### src/hdl/clcdtc_pkg.sv
package clcdtc_pkg;

	// Request kinds
	localparam logic [2:0] KIND_PRINT = 3'd0;
	localparam logic [2:0] KIND_RAW   = 3'd1;
	localparam logic [2:0] KIND_GOTO  = 3'd2;
	localparam logic [2:0] KIND_CLEAR = 3'd3;
	localparam logic [2:0] KIND_HOME  = 3'd4;
	localparam logic [2:0] KIND_INIT  = 3'd5;

	// Controller command bytes
	localparam logic [7:0] CMD_CLEAR     = 8'h01;
	localparam logic [7:0] CMD_HOME      = 8'h02;
	localparam logic [7:0] CMD_DISPLAY   = 8'h0f;
	localparam logic [7:0] CMD_FUNC_SET  = 8'h2f;
	localparam logic [7:0] FUNC_8BIT     = 8'h10;
	localparam logic [7:0] CMD_SET_DDRAM = 8'h80;
	localparam logic [7:0] ROW_OFFSET    = 8'h40;

	// Characters with special meaning
	localparam logic [7:0] CHAR_SPACE = 8'h20;
	localparam logic [7:0] CHAR_LF    = 8'h0a;
	localparam logic [7:0] CHAR_CR    = 8'h0d;

	// Index of the last init step
	localparam logic [2:0] INIT_LAST_STEP = 3'd4;

	// Datapath operations issued by the controller
	typedef enum logic [2:0] {
		OP_NOP,
		OP_CMD,
		OP_GLYPH,
		OP_NL,
		OP_CR,
		OP_GOTO,
		OP_SROW,
		OP_SCELL
	} op_t;

	typedef struct packed {
		logic       load;
		op_t        op;
		logic [7:0] cmd_byte;
		logic       last;
		logic       zero_cursor;
		logic       blank;
	} dp_cmd_t;

	typedef struct packed {
		logic last_col;
		logic last_row;
		logic scan_col_last;
		logic scan_row_last;
	} dp_status_t;

endpackage

### src/hdl/clcdtc_ram.sv
module clcdtc_ram #(
	parameter int WIDTH = 8,
	parameter int DEPTH = 32,
	localparam int AW = $clog2(DEPTH)
) (
	input  logic             clk,
	input  logic             we,
	input  logic [AW-1:0]    waddr,
	input  logic [WIDTH-1:0] wdata,
	input  logic [AW-1:0]    raddr,
	output logic [WIDTH-1:0] rdata
);

	logic [WIDTH-1:0] mem_q [DEPTH];
	logic [WIDTH-1:0] rdata_q;

	// one write port, one registered read port
	always_ff @(posedge clk) begin
		if (we) begin
			mem_q[waddr] <= wdata;
		end
		rdata_q <= mem_q[raddr];
	end

	assign rdata = rdata_q;

endmodule

### src/hdl/clcdtc_dp.sv
module clcdtc_dp #(
	parameter int ROWS = 2,
	parameter int COLS = 16
) (
	input  logic                   clk,
	input  logic                   arst_n,
	input  logic [7:0]             char_code,
	input  logic [7:0]             col,
	input  logic [7:0]             row,
	input  clcdtc_pkg::dp_cmd_t    cmd,
	output clcdtc_pkg::dp_status_t status,
	output logic                   strobe,
	output logic                   is_data,
	output logic [7:0]             bus_byte,
	output logic                   last
);

	localparam int DEPTH = ROWS * COLS;
	localparam int AW    = $clog2(DEPTH);
	localparam int CW    = $clog2(COLS);
	localparam int RW    = (ROWS > 1) ? $clog2(ROWS) : 1;

	// latched request fields
	logic [7:0]       char_q;
	logic [7:0]       col_in_q;
	logic [7:0]       row_in_q;

	// cursor and scroll scan position
	logic [CW-1:0]    cur_col_q;
	logic [RW-1:0]    cur_row_q;
	logic [CW-1:0]    scan_col_q;
	logic [RW-1:0]    scan_row_q;

	// shadow entry written since last blank; unwritten reads as space
	logic [DEPTH-1:0] valid_q;

	// stage 1: memory read in flight, beat being formed
	logic             emit_s1;
	logic             is_data_s1;
	logic [7:0]       byte_s1;
	logic             last_s1;
	logic             cell_s1;
	logic             blank_s1;
	logic             wr_s1;
	logic [AW-1:0]    waddr_s1;
	logic             rvalid_s1;

	// output beat
	logic             strobe_q;
	logic             is_data_q;
	logic [7:0]       bus_byte_q;
	logic             last_q;

	logic [CW-1:0]    goto_col;
	logic [RW-1:0]    goto_row;
	logic [AW-1:0]    cur_addr;
	logic [AW-1:0]    rd_addr;
	logic [AW-1:0]    cell_addr;
	logic [7:0]       cell_val;
	logic             ram_we;
	logic [7:0]       ram_wdata;
	logic [7:0]       ram_rdata;
	logic             scan_col_last;
	logic             scan_row_last;

	// set-address command for column x, row y
	function automatic logic [7:0] cursor_cmd(input logic [7:0] x, input logic [1:0] y);
		logic [7:0] a;
		a = x;
		if ((ROWS == 2 || ROWS == 4) && y[0]) begin
			a = a + clcdtc_pkg::ROW_OFFSET;
		end
		if (ROWS == 4 && y[1]) begin
			a = a + 8'(COLS);
		end
		return clcdtc_pkg::CMD_SET_DDRAM | a;
	endfunction

	// addresses, clamps and scroll status
	always_comb begin
		goto_col      = (col_in_q >= 8'(COLS)) ? CW'(COLS - 1) : col_in_q[CW-1:0];
		goto_row      = (row_in_q >= 8'(ROWS)) ? RW'(ROWS - 1) : row_in_q[RW-1:0];
		cur_addr      = AW'(int'(cur_row_q) * COLS + int'(cur_col_q));
		cell_addr     = AW'(int'(scan_row_q) * COLS + int'(scan_col_q));
		scan_col_last = (scan_col_q == CW'(COLS - 1));
		scan_row_last = (scan_row_q == RW'(ROWS - 1));
		// scroll reads the cell one row below the one being rewritten
		rd_addr       = scan_row_last ? '0 :
			AW'((int'(scan_row_q) + 1) * COLS + int'(scan_col_q));
	end

	assign status.last_col      = (cur_col_q == CW'(COLS - 1));
	assign status.last_row      = (cur_row_q == RW'(ROWS - 1));
	assign status.scan_col_last = scan_col_last;
	assign status.scan_row_last = scan_row_last;

	// stage 1 write back into the shadow
	assign cell_val  = (blank_s1 || !rvalid_s1) ? clcdtc_pkg::CHAR_SPACE : ram_rdata;
	assign ram_we    = wr_s1 | cell_s1;
	assign ram_wdata = cell_s1 ? cell_val : byte_s1;

	clcdtc_ram #(
		.WIDTH (8),
		.DEPTH (DEPTH)
	) u_shadow (
		.clk   (clk),
		.we    (ram_we),
		.waddr (waddr_s1),
		.wdata (ram_wdata),
		.raddr (rd_addr),
		.rdata (ram_rdata)
	);

	// cursor, scan counters, valid bits, beat strobes
	always_ff @(posedge clk or negedge arst_n) begin
		if (!arst_n) begin
			cur_col_q  <= '0;
			cur_row_q  <= '0;
			scan_col_q <= '0;
			scan_row_q <= '0;
			valid_q    <= '0;
			emit_s1    <= 1'b0;
			cell_s1    <= 1'b0;
			wr_s1      <= 1'b0;
			strobe_q   <= 1'b0;
		end else begin
			case (cmd.op)
				clcdtc_pkg::OP_GLYPH: begin
					if (status.last_col) begin
						cur_col_q <= '0;
						if (!status.last_row) begin
							cur_row_q <= cur_row_q + 1'b1;
						end
					end else begin
						cur_col_q <= cur_col_q + 1'b1;
					end
				end
				clcdtc_pkg::OP_NL: begin
					cur_row_q <= cur_row_q + 1'b1;
				end
				clcdtc_pkg::OP_CR: begin
					cur_col_q <= '0;
				end
				clcdtc_pkg::OP_GOTO: begin
					cur_col_q <= goto_col;
					cur_row_q <= goto_row;
				end
				clcdtc_pkg::OP_CMD: begin
					if (cmd.zero_cursor) begin
						cur_col_q <= '0;
						cur_row_q <= '0;
					end
				end
				clcdtc_pkg::OP_SCELL: begin
					if (scan_col_last) begin
						scan_col_q <= '0;
						scan_row_q <= scan_row_last ? '0 : scan_row_q + 1'b1;
					end else begin
						scan_col_q <= scan_col_q + 1'b1;
					end
				end
				default: begin
				end
			endcase

			if (cmd.op == clcdtc_pkg::OP_CMD && cmd.blank) begin
				valid_q <= '0;
			end else if (ram_we) begin
				valid_q[waddr_s1] <= 1'b1;
			end

			emit_s1  <= (cmd.op != clcdtc_pkg::OP_NOP) && (cmd.op != clcdtc_pkg::OP_NL);
			cell_s1  <= (cmd.op == clcdtc_pkg::OP_SCELL);
			wr_s1    <= (cmd.op == clcdtc_pkg::OP_GLYPH);
			strobe_q <= emit_s1;
		end
	end

	// payload: request latch, stage 1 beat, output beat
	always_ff @(posedge clk) begin
		if (cmd.load) begin
			char_q   <= char_code;
			col_in_q <= col;
			row_in_q <= row;
		end

		case (cmd.op)
			clcdtc_pkg::OP_GLYPH: byte_s1 <= char_q;
			clcdtc_pkg::OP_CR:    byte_s1 <= cursor_cmd(8'd0, 2'(cur_row_q));
			clcdtc_pkg::OP_GOTO:  byte_s1 <= cursor_cmd(8'(goto_col), 2'(goto_row));
			clcdtc_pkg::OP_SROW:  byte_s1 <= cursor_cmd(8'd0, 2'(scan_row_q));
			default:              byte_s1 <= cmd.cmd_byte;
		endcase
		is_data_s1 <= (cmd.op == clcdtc_pkg::OP_GLYPH) || (cmd.op == clcdtc_pkg::OP_SCELL);
		last_s1    <= cmd.last;
		blank_s1   <= scan_row_last;
		waddr_s1   <= (cmd.op == clcdtc_pkg::OP_GLYPH) ? cur_addr : cell_addr;
		rvalid_s1  <= valid_q[rd_addr];

		is_data_q  <= is_data_s1;
		bus_byte_q <= cell_s1 ? cell_val : byte_s1;
		last_q     <= last_s1;
	end

	assign strobe   = strobe_q;
	assign is_data  = is_data_q;
	assign bus_byte = bus_byte_q;
	assign last     = last_q;

endmodule

### src/hdl/clcdtc_ctrl.sv
module clcdtc_ctrl (
	input  logic                   clk,
	input  logic                   arst_n,
	input  logic                   start,
	input  logic [2:0]             kind,
	input  logic [7:0]             char_code,
	input  logic                   cfg_valid,
	input  logic                   cfg_data,
	output logic                   busy,
	output clcdtc_pkg::dp_cmd_t    cmd,
	input  clcdtc_pkg::dp_status_t status
);

	typedef enum logic [3:0] {
		S_IDLE,
		S_GLYPH,
		S_NL,
		S_CR,
		S_SROW,
		S_SCELL,
		S_GOTO,
		S_CMD,
		S_INIT
	} state_t;

	state_t     state_q;
	logic [2:0] step_q;
	logic [7:0] cmd_byte_q;
	logic       blank_q;
	logic       bus_8bit_q;
	logic       accept;

	assign busy   = (state_q != S_IDLE);
	assign accept = start & ~busy;

	// byte of each init step
	function automatic logic [7:0] init_byte(input logic [2:0] step, input logic b8);
		logic [7:0] b;
		unique case (step)
			3'd0:    b = b8 ? (clcdtc_pkg::CMD_FUNC_SET | clcdtc_pkg::FUNC_8BIT)
				: clcdtc_pkg::CMD_FUNC_SET;
			3'd1:    b = clcdtc_pkg::CMD_DISPLAY;
			3'd2:    b = clcdtc_pkg::CMD_CLEAR;
			3'd3:    b = clcdtc_pkg::CMD_DISPLAY;
			default: b = clcdtc_pkg::CMD_HOME;
		endcase
		return b;
	endfunction

	// sequencer
	always_ff @(posedge clk or negedge arst_n) begin
		if (!arst_n) begin
			state_q    <= S_IDLE;
			step_q     <= '0;
			cmd_byte_q <= '0;
			blank_q    <= 1'b0;
			bus_8bit_q <= 1'b0;
		end else begin
			if (cfg_valid) begin
				bus_8bit_q <= cfg_data;
			end
			unique case (state_q)
				S_IDLE: begin
					if (accept) begin
						unique case (kind)
							clcdtc_pkg::KIND_PRINT: begin
								if (char_code == clcdtc_pkg::CHAR_LF) begin
									state_q <= status.last_row ? S_SROW : S_NL;
								end else if (char_code == clcdtc_pkg::CHAR_CR) begin
									state_q <= S_CR;
								end else begin
									state_q <= S_GLYPH;
								end
							end
							clcdtc_pkg::KIND_RAW:  state_q <= S_GLYPH;
							clcdtc_pkg::KIND_GOTO: state_q <= S_GOTO;
							clcdtc_pkg::KIND_CLEAR: begin
								state_q    <= S_CMD;
								cmd_byte_q <= clcdtc_pkg::CMD_CLEAR;
								blank_q    <= 1'b1;
							end
							clcdtc_pkg::KIND_HOME: begin
								state_q    <= S_CMD;
								cmd_byte_q <= clcdtc_pkg::CMD_HOME;
								blank_q    <= 1'b0;
							end
							clcdtc_pkg::KIND_INIT: begin
								state_q <= S_INIT;
								step_q  <= '0;
							end
							default: state_q <= S_IDLE;
						endcase
					end
				end
				S_GLYPH: begin
					if (status.last_col) begin
						state_q <= status.last_row ? S_SROW : S_CR;
					end else begin
						state_q <= S_IDLE;
					end
				end
				S_NL:   state_q <= S_CR;
				S_CR:   state_q <= S_IDLE;
				S_SROW: state_q <= S_SCELL;
				S_SCELL: begin
					if (status.scan_col_last) begin
						state_q <= status.scan_row_last ? S_CR : S_SROW;
					end
				end
				S_GOTO: state_q <= S_IDLE;
				S_CMD:  state_q <= S_IDLE;
				S_INIT: begin
					if (step_q == clcdtc_pkg::INIT_LAST_STEP) begin
						state_q <= S_IDLE;
					end else begin
						step_q <= step_q + 1'b1;
					end
				end
				default: state_q <= S_IDLE;
			endcase
		end
	end

	// datapath command for the current state
	always_comb begin
		cmd             = '0;
		cmd.op          = clcdtc_pkg::OP_NOP;
		cmd.load        = accept;
		unique case (state_q)
			S_GLYPH: begin
				cmd.op   = clcdtc_pkg::OP_GLYPH;
				cmd.last = ~status.last_col;
			end
			S_NL: cmd.op = clcdtc_pkg::OP_NL;
			S_CR: begin
				cmd.op   = clcdtc_pkg::OP_CR;
				cmd.last = 1'b1;
			end
			S_SROW:  cmd.op = clcdtc_pkg::OP_SROW;
			S_SCELL: cmd.op = clcdtc_pkg::OP_SCELL;
			S_GOTO: begin
				cmd.op   = clcdtc_pkg::OP_GOTO;
				cmd.last = 1'b1;
			end
			S_CMD: begin
				cmd.op          = clcdtc_pkg::OP_CMD;
				cmd.cmd_byte    = cmd_byte_q;
				cmd.last        = 1'b1;
				cmd.zero_cursor = 1'b1;
				cmd.blank       = blank_q;
			end
			S_INIT: begin
				cmd.op          = clcdtc_pkg::OP_CMD;
				cmd.cmd_byte    = init_byte(step_q, bus_8bit_q);
				cmd.last        = (step_q == clcdtc_pkg::INIT_LAST_STEP);
				cmd.zero_cursor = (step_q == clcdtc_pkg::INIT_LAST_STEP);
				cmd.blank       = (step_q == clcdtc_pkg::INIT_LAST_STEP);
			end
			default: begin
			end
		endcase
	end

endmodule

### src/hdl/char_lcd_text_console_core.sv
// Text console for a character LCD: keeps a shadow screen and cursor and
// turns each request into controller bus writes.
// Request channel: a request is taken on a clock edge with start high and
// busy low; kind, char_code, col and row are sampled there.
// Result channel: each bus write is shown for one cycle with strobe high
// (is_data, bus_byte, last); last marks the final write of a request.
// Config channel: cfg_data sets the 8-bit bus flag on an edge with
// cfg_valid high; cfg_ready is always high. Write it only while idle.
// The first write of a request passes the sequencer state, stage 1 and
// the output beat register before it is strobed; later writes follow one
// per cycle, except that a newline moving down a row has a silent S_NL step.
// Busy stays high while the sequencer steps through a request, and a new
// request is taken only once it is idle; earlier writes may still be in flight.
// A printed character that wraps on the last row scrolls and gives
// 2 + ROWS*(COLS+1) writes: 36 writes at 2x16. The sequencer
// issues one datapath step per cycle; the shadow RAM has one read and one
// write port, and scroll copies one cell per cycle.
// Unused kinds are accepted and give no writes.
// Reset: cursor home, shadow all spaces (per-entry valid bits, no sweep),
// 4-bit bus flag. The receiver cannot stall, so no backpressure exists.
module char_lcd_text_console_core #(
	parameter int ROWS = 2,
	parameter int COLS = 16
) (
	input  logic       clk,
	input  logic       arst_n,
	input  logic       start,
	output logic       busy,
	input  logic [2:0] kind,
	input  logic [7:0] char_code,
	input  logic [7:0] col,
	input  logic [7:0] row,
	input  logic       cfg_valid,
	output logic       cfg_ready,
	input  logic       cfg_data,
	output logic       strobe,
	output logic       is_data,
	output logic [7:0] bus_byte,
	output logic       last
);

	clcdtc_pkg::dp_cmd_t    cmd;
	clcdtc_pkg::dp_status_t status;

	assign cfg_ready = 1'b1;

	clcdtc_ctrl u_ctrl (
		.clk       (clk),
		.arst_n    (arst_n),
		.start     (start),
		.kind      (kind),
		.char_code (char_code),
		.cfg_valid (cfg_valid),
		.cfg_data  (cfg_data),
		.busy      (busy),
		.cmd       (cmd),
		.status    (status)
	);

	clcdtc_dp #(
		.ROWS (ROWS),
		.COLS (COLS)
	) u_dp (
		.clk       (clk),
		.arst_n    (arst_n),
		.char_code (char_code),
		.col       (col),
		.row       (row),
		.cmd       (cmd),
		.status    (status),
		.strobe    (strobe),
		.is_data   (is_data),
		.bus_byte  (bus_byte),
		.last      (last)
	);

endmodule
### config.mk
export PLATFORM = sky130hd
export DESIGN_NAME = char_lcd_text_console_core
export DESIGN_NICKNAME = d
export VERILOG_FILES = /design/src/hdl/clcdtc_pkg.sv /design/src/hdl/clcdtc_ram.sv /design/src/hdl/clcdtc_dp.sv /design/src/hdl/clcdtc_ctrl.sv /design/src/hdl/char_lcd_text_console_core.sv
export SDC_FILE = /design/constraint.sdc
export NUM_CORES = 1
export LEC_CHECK = 0
export ABC_AREA = 0
export BUFFER_PORTS_ARGS = -buffer_cell sky130_fd_sc_hd__buf_4
export CAP_MARGIN = 40
export CORE_UTILIZATION = 40
export CTS_BUF_LIST = sky130_fd_sc_hd__clkbuf_8 sky130_fd_sc_hd__clkbuf_16
export DETAILED_ROUTE_END_ITERATION = 12
export GPL_TIMING_DRIVEN = 0
export PLACE_DENSITY = 0.6
export SYNTH_ARGS = -nofsm -noshare
export SYNTH_HDL_FRONTEND = slang
export SYNTH_SLANG_ARGS = --single-unit
### constraint.sdc
create_clock -name clk -period 3.2 [get_ports clk]
set_clock_uncertainty 0.15 [all_clocks]
set_input_delay 0.64 -clock clk [delete_from_list [all_inputs] [get_ports clk]]
set_output_delay 0.64 -clock clk [all_outputs]
set_load 0.03 [all_outputs]
Yosys cells after proc, flatten, opt, wreduce, memory -nomap -nowiden
Memory sizes are Yosys's and may differ from the RTL's. A register that Yosys moved wholly into a read port is not among the register bits.
Index checks and enable logic that the tools add are counted.
{ "word_totals": {"mem_bits_ro": 0, "n_memories": 1, "word_cells": 159, "latchBits": 0, "register_bits": 114, "ramBits": 256, "out_inout_bits": 13} }
{ "classes": {"n_mux": 50, "div_mod_pow": 0, "n_addsub": 10, "bitwise": 5, "magnitude_cmp": 5, "n_reduce_logical": 26, "shift": 0, "multipliers": 0, "n_eq_ne": 36} }
{ "mem_list": {"columns": ["memory", "depth", "width", "read_ports", "rd_clocked_by_memory_dff", "wr", "line", "text"], "rows": [
  ["u_dp.u_shadow.mem_q", 32, 8, 1, 1, 1, "clcdtc_ram.sv:14", "logic [WIDTH-1:0] mem_q [DEPTH];"]
]} }
{ "ops": {"columns": ["op", "n"], "rows": [
  ["two-way mux 32 bit", 2],
  ["two-way mux 4 bit", 9],
  ["bitwise OR 32 bit", 1],
  ["case mux 8 bit (2 select lines)", 2],
  ["case mux 8 bit (4 select lines)", 1],
  ["case mux 4 bit (6 select lines)", 1],
  ["case mux 8 bit (3 select lines)", 1],
  ["== test 3 bit, second input constant", 7],
  ["two-way mux 7 bit", 3],
  ["case mux 3 bit (7 select lines)", 1],
  ["case mux 4 bit (5 select lines)", 1],
  ["== test 3 x 2 -> 1 bit, second input constant", 6],
  ["two-way mux 3 bit", 6],
  ["== test 4 x 3 -> 1 bit, second input constant", 4],
  ["== test 8 x 4 -> 1 bit, second input constant", 2],
  ["two-way mux 8 bit", 2],
  ["case mux 4 bit (4 select lines)", 1],
  ["two-way mux 5 bit", 3],
  ["== test 4 bit, second input constant", 3],
  ["less-than comparator 5 x 6 -> 1 bit, second input constant", 2],
  ["nonzero test 4 bit", 3],
  ["adder 5 x 4 -> 5 bit", 2],
  ["== test 3 x 1 -> 1 bit, second input constant", 3],
  ["two-way mux 1 bit", 9],
  ["36 further kinds", 57]
]} }

Longest topological paths before layout
{ "logic_depth": {"depth_word": 7, "depth_mapped": 7} }

Cells and area by module
Synthesis repeated with hierarchy kept, for this count alone.
{ "unflattened": {"cells_unflattened": 827, "hier_area_um2": 14273.7} }
{ "by_module_without_submodules": {"columns": ["module", "cells_each", "area_each_um2", "seq_area_each_um2", "n_inst"], "rows": [
  ["clcdtc_ram", 417, 10053.4, 7847.5, 1],
  ["clcdtc_dp", 296, 3295.7, 2037.0, 1],
  ["clcdtc_ctrl", 112, 913.4, 250.2, 1],
  ["char_lcd_text_console_core", 2, 11.3, 0.0, 1]
]} }

Worst setup path before layout
OpenSTA, ideal clock, no wires.
{ "synth_timing": {"path_type": "flip-flop to flip-flop", "start": "register u_ctrl.state_q[1]", "end": "register u_ctrl.cmd_byte_q[1]", "setup_ns": 0.123, "path_slack_ns": 0.949, "stages_incl_launch_ff": 7, "period_less_slack_ns": 2.251, "t_arrival_ns": 1.978, "cell_sequence": "dfrtp_1 buf_2 nor4_1 and2_1 nand3_1 a21oi_1 a21oi_1"} }
{ "synth_rtl": {"columns": ["element", "line", "text"], "rows": [
  ["from (decl)", "clcdtc_ctrl.sv:26", "state_t state_q;"],
  ["from (signal assigned)", "clcdtc_ctrl.sv:68", "state_q <= status.last_row ? S_SROW : S_NL;"],
  ["from (signal assigned)", "clcdtc_ctrl.sv:97", "state_q <= status.last_row ? S_SROW : S_CR;"],
  ["from (signal assigned)", "clcdtc_ctrl.sv:107", "state_q <= status.scan_row_last ? S_CR : S_SROW;"],
  ["to (signal assigned)", "clcdtc_ctrl.sv:79", "cmd_byte_q <= clcdtc_pkg::CMD_CLEAR;"],
  ["to (signal assigned)", "clcdtc_ctrl.sv:84", "cmd_byte_q <= clcdtc_pkg::CMD_HOME;"],
  ["to (decl)", "clcdtc_ctrl.sv:28", "logic [7:0] cmd_byte_q;"]
]} }

Worst setup path after layout
{ "layout_timing": {"start": "register u_dp.scan_row_q, in the netlist u_dp.scan_row_last", "end": "register u_dp.u_shadow.rdata_q[4], in the netlist u_dp.u_shadow.rdata[4] (read register of u_dp.u_shadow.mem_q)"} }
{ "layout_via": {"elab_chain_len": 3} }
{ "layout_lines": {"columns": ["element", "line", "text"], "rows": [
  ["from (decl)", "clcdtc_dp.sv:32", "logic [RW-1:0] scan_row_q;"],
  ["from (signal assigned)", "clcdtc_dp.sv:157", "scan_row_q <= scan_row_last ? '0 : scan_row_q + 1'b1;"],
  ["adder 1 bit", "clcdtc_dp.sv:89", "AW'((int'(scan_row_q) + 1) * COLS + int'(scan_col_q));"],
  ["adder 5 bit", "clcdtc_dp.sv:89", null],
  ["two-way mux 5 bit *", "clcdtc_dp.sv:88", "rd_addr = scan_row_last ? '0 :"],
  ["to (decl)", "clcdtc_ram.sv:15", "logic [WIDTH-1:0] rdata_q;"]
]} }
Mark *: on every way between the ends. The rest lies on a longest branch, timed or not.
A chain may end at the register's enable or synchronous reset.

==> flow_metrics.py <==
metrics = {
    "status": {
        "outcome": "finished clean",
    },
    "layout": {
        "final_cell_area_sq_um": 11210,
        "final_cell_mix": "160 x edfxtp_1, 64 x nand2_1, 62 x nor2_1",
        "layout_commonest_cell": "edfxtp_1",
        "areaGrowthSynthToFinish_pct": 17.91,
        "final_nets": 841,
        "drive_gt1_share_pct": 18.64,
        "antenna_cells": 0,
        "fill_cells": 2131,
    },
    "placed_design": {
        "dpl.hpwl_um": 15460,
        "gp_congestion": 0.8523,
        "port_buffers": 43,
        "dpl-instance-area_sq_um": 10400,
    },
    "sta": {
        "final-max-slew-violation-count": 0,
        "fin_crit_ps": 2855,
        "fin_setup_tns_ps": 0,
        "rsz0062_at_grt": "false",
        "max_slew_margin_pct": 37.08,
        "timing_hold_violations_final": 0,
        "post-route-period-util_pct": 89.22,
        "fmax_mhz": 350.2,
        "worst_slew_pin_slew_ps": 943.8,
        "setup_viol": 0,
    },
    "setup_path": {
        "crit_path_cell_trace": "nand2b_1, buf_2, buf_4, nand2_1, a311oi_1, a2bb2oi_1, o21ai_0",
        "arrival_ps": 3140,
        "cp_max_fo": 10,
        "end_kind": "flop",
        "required_ps": 3480,
        "slowest_stage": "a311oi_1",
        "crit_path_start_kind": "flop",
        "crit_path_max_incr_delay_ps": 690,
        "crit_type": "flop to flop",
    },
    "grt": {
        "overflow": 0,
        "track_usage_pct": 18.32,
        "grt_start_max_net_pins": 42,
        "antenna_found_initial": 0,
        "grt_pass1_wl_um": 33820,
        "grt_pass1_vias": 5921,
    },
    "clocking": {
        "numCtsBuffers": 25,
        "post-cts-setup-buffers": 0,
        "cts_hold_buffers": 1,
        "cts_sinks": 236,
        "cts_tree": "yes",
        "cts-root-buf": "clkbuf_16",
        "clk_pin_slew_worst_paths_ps": 60,
        "htreeDepth": 1,
        "clk_latency_ps": 520,
        "cts_resized": 0,
        "cts_buffer_depth": 3,
    },
    "synthesis": {
        "synth_compound_area_share_pct": 13.56,
        "yosysWarnings": 0,
        "synth_nets": 753,
        "synth_mux_area_share_pct": 3.999,
        "ys_types": 68,
        "synth-seq-cells": 236,
        "syn_area_sq_um": 9510,
        "syn_avg_cell_area_sq_um": 13.32,
        "synth_top_family_by_area": "compound AO/OA/AOI/OAI gates",
        "yosys.area.top_type_share_pct": 50.52,
        "synth_xor_area_share_pct": 0.1842,
        "syn_inst": 714,
        "synthSimpleGateAreaFrac_pct": 9.367,
        "ys.flop_type": "edfxtp_1",
        "yosys.area_share.adder_pct": 0.9209,
        "synth_edf_count": 160,
        "synth_top_cells_by_area": "edfxtp_1 51%, dfrtp_1 11%, dfxtp_1 7.4%",
        "synthArstFlopShare_pct": 17.37,
        "synth_seq_area_share_pct": 68.68,
        "yosys.area.top_type": "edfxtp_1",
    },
    "power_and_ir_drop": {
        "combPwrFrac_pct": 30.3,
        "power.share.sequential_pct": 42.1,
        "power_density_nw_per_um2": 911.2,
        "intPower_mw": 6.843,
        "ir_drop_mv": 0.4640,
        "power.switching_mw": 3.374,
        "power_switching_share_pct": 33.03,
        "pwr-share-clk_pct": 27.6,
        "leakage_nw": 4.127,
    },
    "floorplanning": {
        "coreArea_sq_um": 23400,
        "die_w_um": 156.2,
        "die_y_um": 156.2,
        "dieArea_sq_um": 24400,
        "rows": 56,
        "io_pins": 45,
        "start_util_pct": 40.64,
    },
    "detailed_routing": {
        "routed_wl_um": 21920,
        "vias": 6061,
        "routedWlPerCell_um": 19.23,
        "viasPerCell": 5.317,
        "drtPass1Iterations": 5,
        "drt_iter0_markers": 456,
        "detail-route-antenna-nets": 0,
        "drc": 0,
    },
    "hold_path": {
        "hold_class": "primary input to flop",
    },
    "run": {
        "cap_violations": 0,
    },
}
[layer usage]
metal  vias up  global-route usage [%]  wire (um)
met5         -                       0          0
met1      2974                   24.55       9781
met4         0                   6.909        794
met3        41                   2.750        949
met2       175                   30.06      10390
li1       2871                       -          -
[sequential cells by signal, indices dropped and copies added, names as in the netlist, 2 cells and up]
register	cells
u_dp.byte_s1	8
u_dp.valid_q	17
u_ctrl.step_q	3
u_dp.u_shadow.rdata	8
u_dp.col_in_q	8
u_dp.char_q	8
u_ctrl.state_q	4
u_dp.u_shadow.mem_q	136
u_dp.cur_col_q	4
u_dp.scan_col_q	4
u_dp.row_in_q	8
u_dp.bus_byte	8
u_ctrl.cmd_byte_q	2
u_dp.waddr_s1	5
[critical path, delay by kind of cell (launching register included)]
| kind | cells | cell delay [ps] |
|---|---|---|
| compound gates | 3 | 1160 |
| simple gates | 2 | 320 |
| buf+inv | 2 | 520 |
| flops | 1 | 620 |
[area by class of cell]
class                           count  area [sq um]  share of cell area [%]
Inverter                           29         108.9                  0.9708
Timing Repair Buffer               61         483.0                   4.307
Tap cell                          319         399.1                   3.559
Clock buffer                       25         625.6                   5.579
Buffer                             41         200.2                   1.785
Sequential cell                   236          6531                   58.25
Multi-Input combinational cell    408          2686                   23.96
Clock inverter                     21         178.9                   1.596
[power by group through the flow]
stage | Clock (mW) | Sequential, mW | Combinational [mW]
floorplan | 0 | 4.41 | 1.91
global placement | 0 | 4.37 | 2.93
detailed placement | 0 | 4.36 | 3.10
CTS | 2.88 | 4.30 | 3.12
global route | 2.99 | 4.36 | 3.41
finish | 2.82 | 4.30 | 3.09
[Yosys cell counts (8+ instances only)]
cell type    n
mux2i_1     20
o21a_1      17
o221ai_1    11
o22ai_1     10
clkbuf_1    17
and3b_1      9
a221oi_1     8
edfxtp_1   160
nand2_1     64
nor2_1      62
a311oi_1     8
dfxtp_1     35
a22oi_1      9
dfrtp_1     41
inv_1       27
nand3_1     11
o21ai_0     34
mux2_2       8
a21oi_1     25
buf_2       16
o311ai_0     9
[logic make-up after synthesis]
family / Yosys count
buf+inv: 70
other cells: 1
flops: 236
simple gates: 184
mux: 33
xor+xnor: 2
compound gates: 181
fa+ha+maj: 7
[final timing paths]
path / slack [ps] / cells past startpoint / from / endpoint
max reg2reg: 340 / 7 / u_dp.scan_row_last / u_dp.u_shadow.rdata[4]
min in group asynchronous: 500 / 2 / arst_n / u_ctrl.bus_8bit_q
min reg2reg: 180 / 0 / u_dp.is_data_s1 / u_dp.is_data
min: 150 / 1 / col[5] / u_dp.col_in_q[5]
max in group asynchronous: 2010 / 2 / arst_n / u_dp.scan_row_last
max: 340 / 7 / u_dp.scan_row_last / u_dp.u_shadow.rdata[4]
[through the flow]
step | cells | hold slack [ps] | power, mW | setup slack, ps | util, %
after CTS | 1140 | 135.2 | 10.30 | 391.3 | 47.91
after detailed placement | 1093 | 162.1 | 7.460 | 409.4 | 44.43
after global placement | 1076 | 162.7 | 7.302 | 214.9 | 43.72
final | 1140 | 150.2 | 10.22 | 344.8 | 47.91
after global routing | 1140 | 131.6 | 10.76 | 260.7 | 47.91
after floorplan | 714 | 159.6 | 6.327 | 949.0 | -
No activity file was read; power rests on OpenSTA's default activity.
